--- src/rpld_pkg.sv ---
// Shared types, register indexes and the step compare function of the loop detector.
package rpld_pkg;

   localparam int MASK_W = 4;
   localparam int MOVE_W = 2;
   localparam int MS_W = 16;
   localparam int LEN_W = 3;
   localparam int CSR_DATA_W = 16;
   localparam int CSR_INDEX_W = 2;
   localparam int COUNT_OUT_W = 5;
   // longest pattern length a LEN_W-bit register can name
   localparam int LEN_LIMIT = (1 << LEN_W) - 1;

   typedef enum logic [CSR_INDEX_W-1:0] {
      CSR_TIME_TOL = 2'd0,
      CSR_MIN_LEN  = 2'd1,
      CSR_MAX_LEN  = 2'd2
   } csr_index_type;

   typedef struct packed {
      logic [MASK_W-1:0] mask;
      logic [MOVE_W-1:0] move;
      logic [MS_W-1:0]   ms;
   } rec_type;

   typedef struct packed {
      logic [MS_W-1:0]  time_tol;
      logic [LEN_W-1:0] min_len;
      logic [LEN_W-1:0] max_len;
   } cfg_type;

   function automatic logic same_step(rec_type a, rec_type b, logic [MS_W-1:0] tol);
      logic [MS_W-1:0] diff;
      diff = (a.ms > b.ms) ? (a.ms - b.ms) : (b.ms - a.ms);
      return (a.mask == b.mask) && (a.move == b.move) && (diff <= tol);
   endfunction

endpackage

--- src/rpld_cell.sv ---
// One history cell: holds a step record and passes it to the next cell on each beat.
module rpld_cell
   import rpld_pkg::*;
(
   input  logic    clock,
   input  logic    shift_en,
   input  rec_type rec_in,
   output rec_type rec_out
);

   rec_type rec_ff;
   rec_type rec_in_w;

   always_comb begin
      rec_in_w = shift_en ? rec_in : rec_ff;
   end

   always_ff @(posedge clock) begin
      rec_ff <= rec_in_w;
   end

   assign rec_out = rec_ff;

endmodule

--- src/rpld_match.sv ---
// Pattern matcher: compares the newest records against the ones before them for each length.
module rpld_match
   import rpld_pkg::*;
#(
   parameter int LEN_TOP = 4,
   parameter int CW      = 5
)(
   input  rec_type          recs [2*LEN_TOP],
   input  logic [CW-1:0]    count,
   input  cfg_type          cfg,
   output logic             loop_hit
);

   logic [LEN_W-1:0] lo;
   logic [LEN_W-1:0] hi;
   logic [LEN_TOP:1] len_ok;

   always_comb begin
      lo = (cfg.min_len == '0) ? LEN_W'(1) : cfg.min_len;
      hi = (cfg.max_len > LEN_W'(LEN_TOP)) ? LEN_W'(LEN_TOP) : cfg.max_len;
   end

   always_comb begin
      for (int l = 1; l <= LEN_TOP; l++) begin
         len_ok[l] = (LEN_W'(l) >= lo) && (LEN_W'(l) <= hi) &&
                     (8'(count) >= 8'(2 * l));
         for (int d = 0; d < l; d++) begin
            len_ok[l] = len_ok[l] && same_step(recs[d], recs[d+l], cfg.time_tol);
         end
      end
      loop_hit = |len_ok;
   end

endmodule

--- src/repeated_path_loop_detector_core.sv ---
// Top level of the repeated path loop detector.
//
// Usage: each req_ beat carries one step record (junction mask, move, travel
// time). It is appended to a history of HISTORY_DEPTH records; one rsp_ beat
// follows per req_ beat, giving rsp_loop_found (the newest len records match
// the len before them for some len in min_len..max_len) and rsp_history_count.
// The newest records sit in a chain of 2*min(MAX_PATTERN_LEN,7) cells that
// shift by one on every accepted beat; the matcher compares them in parallel.
// The accepting edge shifts the chain and marks a result pending; the result is
// registered, raising rsp_valid, when the output register is empty or rsp_ready.
// Throughput: one beat per cycle while rsp_ready is high.
// When the receiver stalls, the result stays in the output register, one more
// beat is taken and held in the chain, then req_ready drops until rsp_ready.
// Reset empties the history (count zero), drops pending results and restores
// time_tolerance 100, min_len 2, max_len 4. csr_ writes take effect at once
// and must be made only while the block is idle; the block does not enforce it.
module repeated_path_loop_detector_core
   import rpld_pkg::*;
#(
   parameter int HISTORY_DEPTH   = 16,
   parameter int MAX_PATTERN_LEN = 4
)(
   input  logic                   clock,
   input  logic                   reset,
   input  logic                   req_valid,
   output logic                   req_ready,
   input  logic [MASK_W-1:0]      req_node_mask,
   input  logic [MOVE_W-1:0]      req_move,
   input  logic [MS_W-1:0]        req_travel_ms,
   output logic                   rsp_valid,
   input  logic                   rsp_ready,
   output logic                   rsp_loop_found,
   output logic [COUNT_OUT_W-1:0] rsp_history_count,
   input  logic                   csr_we,
   input  logic [CSR_INDEX_W-1:0] csr_index,
   input  logic [CSR_DATA_W-1:0]  csr_wdata
);

   localparam int LEN_TOP = (MAX_PATTERN_LEN < LEN_LIMIT) ? MAX_PATTERN_LEN : LEN_LIMIT;
   localparam int CELLS = 2 * LEN_TOP;
   localparam int CW = $clog2(HISTORY_DEPTH + 1);

   cfg_type cfg_ff, cfg_in;
   logic [CW-1:0] count_ff, count_in;
   logic calc_ff, calc_in;
   logic rsp_valid_ff, rsp_valid_in;
   logic rsp_loop_found_ff;
   logic [COUNT_OUT_W-1:0] rsp_history_count_ff;

   logic acc;
   logic out_load;
   logic loop_hit;
   rec_type new_rec;
   rec_type chain_in [CELLS];
   rec_type recs [CELLS];

   // config registers
   always_comb begin
      cfg_in = cfg_ff;
      if (csr_we) begin
         case (csr_index_type'(csr_index))
            CSR_TIME_TOL: cfg_in.time_tol = csr_wdata;
            CSR_MIN_LEN:  cfg_in.min_len = csr_wdata[LEN_W-1:0];
            CSR_MAX_LEN:  cfg_in.max_len = csr_wdata[LEN_W-1:0];
            default:      cfg_in = cfg_ff;
         endcase
      end
   end

   always_comb begin
      out_load = calc_ff && (!rsp_valid_ff || rsp_ready);
      req_ready = !calc_ff || out_load;
      acc = req_valid && req_ready;
      calc_in = acc || (calc_ff && !out_load);
      rsp_valid_in = out_load || (rsp_valid_ff && !rsp_ready);
      count_in = count_ff;
      if (acc && (count_ff != CW'(HISTORY_DEPTH))) begin
         count_in = count_ff + CW'(1);
      end
      new_rec.mask = req_node_mask;
      new_rec.move = req_move;
      new_rec.ms = req_travel_ms;
   end

   always_ff @(posedge clock) begin
      if (reset) begin
         cfg_ff.time_tol <= CSR_DATA_W'(100);
         cfg_ff.min_len <= LEN_W'(2);
         cfg_ff.max_len <= LEN_W'(4);
         count_ff <= '0;
         calc_ff <= 1'b0;
         rsp_valid_ff <= 1'b0;
      end else begin
         cfg_ff <= cfg_in;
         count_ff <= count_in;
         calc_ff <= calc_in;
         rsp_valid_ff <= rsp_valid_in;
      end
   end

   always_ff @(posedge clock) begin
      if (out_load) begin
         rsp_loop_found_ff <= loop_hit;
         rsp_history_count_ff <= COUNT_OUT_W'(count_ff);
      end
   end

   // record chain, newest in cell 0
   genvar k;
   generate
      for (k = 0; k < CELLS; k++) begin : g_cell
         if (k == 0) begin : g_head
            assign chain_in[k] = new_rec;
         end else begin : g_link
            assign chain_in[k] = recs[k-1];
         end
         rpld_cell u_cell (
            .clock    (clock),
            .shift_en (acc),
            .rec_in   (chain_in[k]),
            .rec_out  (recs[k])
         );
      end
   endgenerate

   rpld_match #(
      .LEN_TOP (LEN_TOP),
      .CW      (CW)
   ) u_match (
      .recs     (recs),
      .count    (count_ff),
      .cfg      (cfg_ff),
      .loop_hit (loop_hit)
   );

   assign rsp_valid = rsp_valid_ff;
   assign rsp_loop_found = rsp_loop_found_ff;
   assign rsp_history_count = rsp_history_count_ff;

   a_count_bound: assert property (@(posedge clock) disable iff (reset)
      count_ff <= CW'(HISTORY_DEPTH))
      else $error("record count above history depth");

   a_count_step: assert property (@(posedge clock) disable iff (reset)
      (acc && (count_ff != CW'(HISTORY_DEPTH))) |=> (count_ff == $past(count_ff) + CW'(1)))
      else $error("record count did not advance on beat");

   a_calc_after_acc: assert property (@(posedge clock) disable iff (reset)
      acc |=> calc_ff)
      else $error("accepted beat left no pending result");

   a_hit_needs_history: assert property (@(posedge clock) disable iff (reset)
      (out_load && loop_hit) |-> (count_ff >= CW'(2)))
      else $error("loop reported with fewer than two records");

endmodule
--- config.mk ---
export PLATFORM = sky130hd
export DESIGN_NAME = repeated_path_loop_detector_core
export DESIGN_NICKNAME = d
export VERILOG_FILES = /design/src/rpld_pkg.sv /design/src/rpld_cell.sv /design/src/rpld_match.sv /design/src/repeated_path_loop_detector_core.sv
export SDC_FILE = /design/constraint.sdc
export NUM_CORES = 1
export LEC_CHECK = 0
export ABC_AREA = 0
export BUFFER_PORTS_ARGS = -buffer_cell sky130_fd_sc_hd__buf_2
export CORE_MARGIN = 2
export CORE_UTILIZATION = 59
export DETAILED_ROUTE_END_ITERATION = 16
export GPL_TIMING_DRIVEN = 0
export PLACE_DENSITY = 0.86
export SLEW_MARGIN = 20
export SYNTH_ARGS = -nofsm -noshare
export SYNTH_HDL_FRONTEND = slang
export SYNTH_SLANG_ARGS = --single-unit
--- constraint.sdc ---
create_clock -name clock -period 7.3 [get_ports clock]
set_input_delay 0.73 -clock clock [delete_from_list [all_inputs] [get_ports clock]]
set_output_delay 0.73 -clock clock [all_outputs]
set_load 0.01 [all_outputs]
# Word-level counts from Yosys, hierarchy flattened
# Index checks and enable logic that the tools add are counted.
# op_classes
n_addsub	21
n_lt_le_gt_ge	33
eq_ne	23
muxes	12
n_reduce_logical	57
# ops
operator	count
16-bit subtractor	20
16-bit greater-than comparator	10
16-bit <= comparator	10
16-bit 2-to-1 mux	10
1-bit logical AND	43
4-bit equality test	10
2-bit equality test	10
5-bit by 3-bit greater-or-equal comparator with 1-bit output, second input constant	2
2-bit by 3-bit greater-or-equal comparator with 1-bit output, first input constant	2
2-bit by 3-bit <= comparator with 1-bit output, first input constant	2
3-bit 2-to-1 mux	2
2-bit AND reduction	3
5-bit by 1-bit adder with 5-bit output, second input constant	1
5-bit by 2-bit greater-or-equal comparator with 1-bit output, second input constant	1
5-bit by 4-bit greater-or-equal comparator with 1-bit output, second input constant	1
5-bit != test, second input constant	1
1-bit zero test	4
1-bit logical OR	4
4-bit OR reduction	1
1-bit by 3-bit greater-or-equal comparator with 1-bit output, first input constant	1
3-bit greater-or-equal comparator, first input constant	1
3-bit greater-than comparator, second input constant	1
1-bit by 3-bit <= comparator with 1-bit output, first input constant	1
3-bit <= comparator, first input constant	1
other kinds (4)	4
# totals
ff_bits	211
input_bits	45
out_inout_bits	8
word_cells	178

# Longest topological paths before layout
# logic_depth
word_depth	10
ltp_mapped	24
mapped_depth_nobuf	23

# Hierarchy
# A second synthesis with hierarchy kept.
# hier_totals
cells_unflattened	2828
area_unflattened_um2	25306.8
# modules_own_cells
mod	instances	cells_per_inst	area_per_inst_um2	seq_area_each_um2
rpld_match	1	2510	18672.9	0.0
rpld_cell	8	22	660.6	660.6
repeated_path_loop_detector_core	1	142	1348.8	760.7

# Worst setup path before layout
# Ideal clock, no wire load.
# synth_timing
path_kind	in2reg
startpoint	in rsp_ready
endpoint	reg count_ff[0]
setup_time_ns	0.128
t_arrival_ns	6.932
t_required_ns	7.172
slack_ns	0.241
stages	7
n_path_buf	1
path_cell_list	nor2b_1 nand2_1 and2_1 clkbuf_1 nand2_1 xnor2_1 nor2_1
# synth_between
elab_chain_cells	5
# synth_lines
element	line_no	text
start: declaration	repeated_path_loop_detector_core.sv:31	input logic rsp_ready,
1-bit logical OR	repeated_path_loop_detector_core.sv:71	out_load = calc_ff && (!rsp_valid_ff || rsp_ready);
1-bit logical AND	repeated_path_loop_detector_core.sv:71	
1-bit logical OR	repeated_path_loop_detector_core.sv:72	req_ready = !calc_ff || out_load;
net req_ready	repeated_path_loop_detector_core.sv:26	output logic req_ready,
1-bit logical AND	repeated_path_loop_detector_core.sv:73	acc = req_valid && req_ready;
net acc	repeated_path_loop_detector_core.sv:50	logic acc;
1-bit logical AND	repeated_path_loop_detector_core.sv:77	if (acc && (count_ff != CW'(HISTORY_DEPTH))) begin
end signal: assignment	repeated_path_loop_detector_core.sv:95	count_ff <= count_in;
end: declaration	repeated_path_loop_detector_core.sv:44	logic [CW-1:0] count_ff, count_in;
# The timed path passes the listed nets, and every way through them passes these cells.
# A chain may end at the register's enable or synchronous reset.

# Worst setup path in the final report
# layout_timing
startpoint	reg g_cell[0].u_cell.rec_ff, in the netlist g_cell[0].u_cell.rec_out[0]
endpoint	reg rsp_loop_found_ff, in the netlist rsp_loop_found (data pin)
# layout_between
elab_chain_cells	9
elab_cells_between_ends	35
cone_classes	8 x add/sub; 8 x order compare; 4 x mux; 15 x reduce/logical
# layout_lines
element	line_no	text
start: declaration	rpld_cell.sv:11	rec_type rec_ff;
start signal: assignment	rpld_cell.sv:19	rec_ff <= rec_in_w;
16-bit subtractor / 16-bit greater-than comparator (equally long branches)	rpld_pkg.sv:34	diff = (a.ms > b.ms) ? (a.ms - b.ms) : (b.ms - a.ms);
16-bit 2-to-1 mux	rpld_pkg.sv:34	
16-bit <= comparator	rpld_pkg.sv:35	return (a.mask == b.mask) && (a.move == b.move) && (diff <= tol);
1-bit logical AND	rpld_pkg.sv:35	
1-bit logical AND (4 in series)	rpld_match.sv:28	len_ok[l] = len_ok[l] && same_step(recs[d], recs[d+l], cfg.time_tol);
4-bit OR reduction *	rpld_match.sv:31	loop_hit = |len_ok;
net loop_hit	repeated_path_loop_detector_core.sv:52	logic loop_hit;
end signal: assignment	repeated_path_loop_detector_core.sv:103	rsp_loop_found_ff <= loop_hit;
end: declaration	repeated_path_loop_detector_core.sv:47	logic rsp_loop_found_ff;
# Mark *: on every way through the listed nets, which the timed path passes. The rest lies on a longest branch.

==> reports/results.ini <==
[power_and_ir_drop]
power_w = 0.00515
leakagePower_nw = 12.5
p_sw_share_pct = 40.2
p_seq_share_pct = 29.9
ir_drop_v = 0.000233
comb_power_share_pct = 46.3
power_density_nw_per_um2 = 189
internal_power_w = 0.00308
clock_power_share_pct = 23.8
power_switching_w = 0.00207

[cells_and_area]
nets = 3406
final_util_pct = 63.7
area_growth_pct = 7.07
drive_above_1_share_pct = 7.70

[floorplan]
core_sq_um = 42800
start_util_pct = 59.5
dieHeight_microns = 212
rows = 76
die_w_microns = 212
die_area_sq_um = 44800
io_pins = 53

[sta]
fin_crit_ps = 6220
fin_worst_skew_ps = 19.0
period_share_pct = 85.3
worst_hold_slack_ps = 366
rsz0062_at_grt = no
setup_viol = 0
finalWorstSetupSlack_ps = 1080
finalHoldViolations = 0
fmax_mhz = 161
slew_viol_final = 0
worst_slew_pin_slew_ps = 1290
slew_headroom_pct = 13.7
finalSetupTns_ps = 0

[synthesis]
synth_edf_count = 182
synth_cells = 2789
syn_area_per_cell_sq_um = 9.12
synth_commonest_cells = 473 x ha_1, 272 x a21oi_1, 214 x inv_1
ys.flop_type = edfxtp_1
synth_most_common_cell = ha_1
synth_top_area_share_pct = 23.3
synth_cell_types = 91
async_flop_share_pct = 0
synth-seq-area-share_pct = 23.8
yosysWarnings = 0
syn_nets = 3327
synth_seq_cells = 211
yosysTopAreaCell = ha_1
synth_area_leaders = ha_1 23%, edfxtp_1 21%, a21o_1 5.8%, a21oi_1 5.4%, xnor2_1 4.6%
synth_area_sq_um = 25400

[status]
outcome = completed

[cts]
htreeDepth = 1
numClockSinks = 211
cts_tree = yes
clk_pin_slew_ps = 70
numCtsBuffers = 23
postCtsResizedCells = 0
clock_latency_ps = 540
post_cts_buffers = 0
hold_buffers = 0
clockBufferDepth = 3
root_buffer = clkbuf_16

[route]
drt_wl_total_microns = 94000
vias = 23324
drc = 0
wl_per_cell_microns = 27.4
routed_via_density = 6.79
drt_iter0_drc = 2746
drt_pass1_iterations = 6
ant_nets = 0

[grt]
grt_pass1_vias = 22445
gr-total-overflow = 0
grt_pass1_wl_microns = 137000
antenna_found_initial = 4
grt_max_degree = 58
grt_use_total_pct = 41.5

[worst_setup_path]
worst-setup-path-type = reg -> reg
crit_fanout = 10
end_kind = flip-flop
required_ps = 7680
cp-start-kind = flip-flop
worst-r2r-setup-slack_ps = 1080
arrival_ps = 6600

[placement]
hpwl_microns = 70700
place_ws_ps = 1380
gp_congestion = 1.01
portBuffers = 51

[hold_path]
hp-class = in -> reg

[job]
maxCapViolations = 0

==> power groups by stage <==
stage | Clock (W) | Sequential [W] | Combinational [W]
floorplan | 0 | 0.00148 | 0.00173
global placement | 0 | 0.00157 | 0.00222
detailed placement | 0 | 0.00156 | 0.00230
CTS | 0.00122 | 0.00153 | 0.00232
global route | 0.00126 | 0.00154 | 0.00261
finish | 0.00123 | 0.00154 | 0.00238
==> sequential cells by signal (all words and copies together), names as in the netlist <==
name and count:
calc_ff 1, g_cell.u_cell.rec_out 176, rsp_valid 1, cfg_ff 22, count_ff 5, rsp_history_count 5, rsp_loop_found 1
==> worst paths after layout <==
| path | start | endpoint | cells after the start |
|---|---|---|---|
| worst min-delay path | req_travel_ms[12] | g_cell[0].u_cell.rec_out[12] | 1 |
| worst min register to register | g_cell[0].u_cell.rec_out[19] | g_cell[1].u_cell.rec_out[19] | 0 |
| worst max-delay path | g_cell[0].u_cell.rec_out[0] | rsp_loop_found | 22 |
| worst max register to register | g_cell[0].u_cell.rec_out[0] | rsp_loop_found | 22 |
==> critical path, stage by stage (launching register included) <==
cell	delay, ps
edfxtp_1	610
inv_1	370
ha_1	220
inv_1	60
fa_1	430
a211oi_1	280
o21bai_1	170
o31a_2	330
o221ai_2	220
a21o_4	180
buf_6	180
buf_6	180
mux2_2	340
ha_1	280
nor2b_1	130
o21ai_0	160
nand2b_1	90
a21oi_1	150
nor2_1	50
a211oi_1	290
o221ai_1	340
a222oi_1	690
a41o_1	310
==> metrics by stage <==
step / instances / instance area [sq um]
after CTS: 3430 / 27200
after detailed placement: 3389 / 26500
after global placement: 3386 / 26400
after floorplan: 2789 / 25400
after global routing: 3430 / 27200
final: 3434 / 27200
==> kinds of logic (layout without fill, tap and decap cells) <==
group | after synthesis | after routing | share of synthesized area, %
compound gates | 898 | 898 | 23.5
xor+xnor | 204 | 204 | 7.02
fa+ha+maj | 493 | 493 | 24.8
buf+inv | 315 | 410 | 5.22
flops | 211 | 211 | 23.8
mux | 104 | 104 | 4.28
other cells | 0 | 4 | 0
simple gates | 564 | 564 | 11.4
==> layer usage <==
metal	share of wire, %	vias up	GRT usage, %
met2	43	1438	64.5
met4	7.9	0	26.8
met5	0	-	0
met1	38	11107	51.7
li1	-	10408	-
met3	11	371	9.66
==> final cells by class <==
type                    instances  area, sq um
clock buffers                  30          644
plain buffers                 101          528
multi-input cells            2263        18100
well taps                     546          683
flip-flops and latches        211         6050
diodes                          4         10.0
fillers                      3511        15600
inverters                     214          803
clock inverters                11          129
repair buffers                 54          323
==> placed cells by master, fill, tap and decap left out, drive strengths merged, types with 20 or more instances in the layout <==
master and count:
o21bai 60, nand2 120, nand2b 26, nor2b 45, ha 473, o211ai 26
nand4 81, edfxtp 182, nor3 38, inv 217, a21oi 279, clkbuf 69
nor2 134, xor2 70, dfxtp 29, mux2i 85, buf 116, a21o 200
nand3 33, o21ai 142, xnor2 134, fa 20, a211oi 37, a31oi 23
Note: power is estimated with default switching activity, not from simulation.
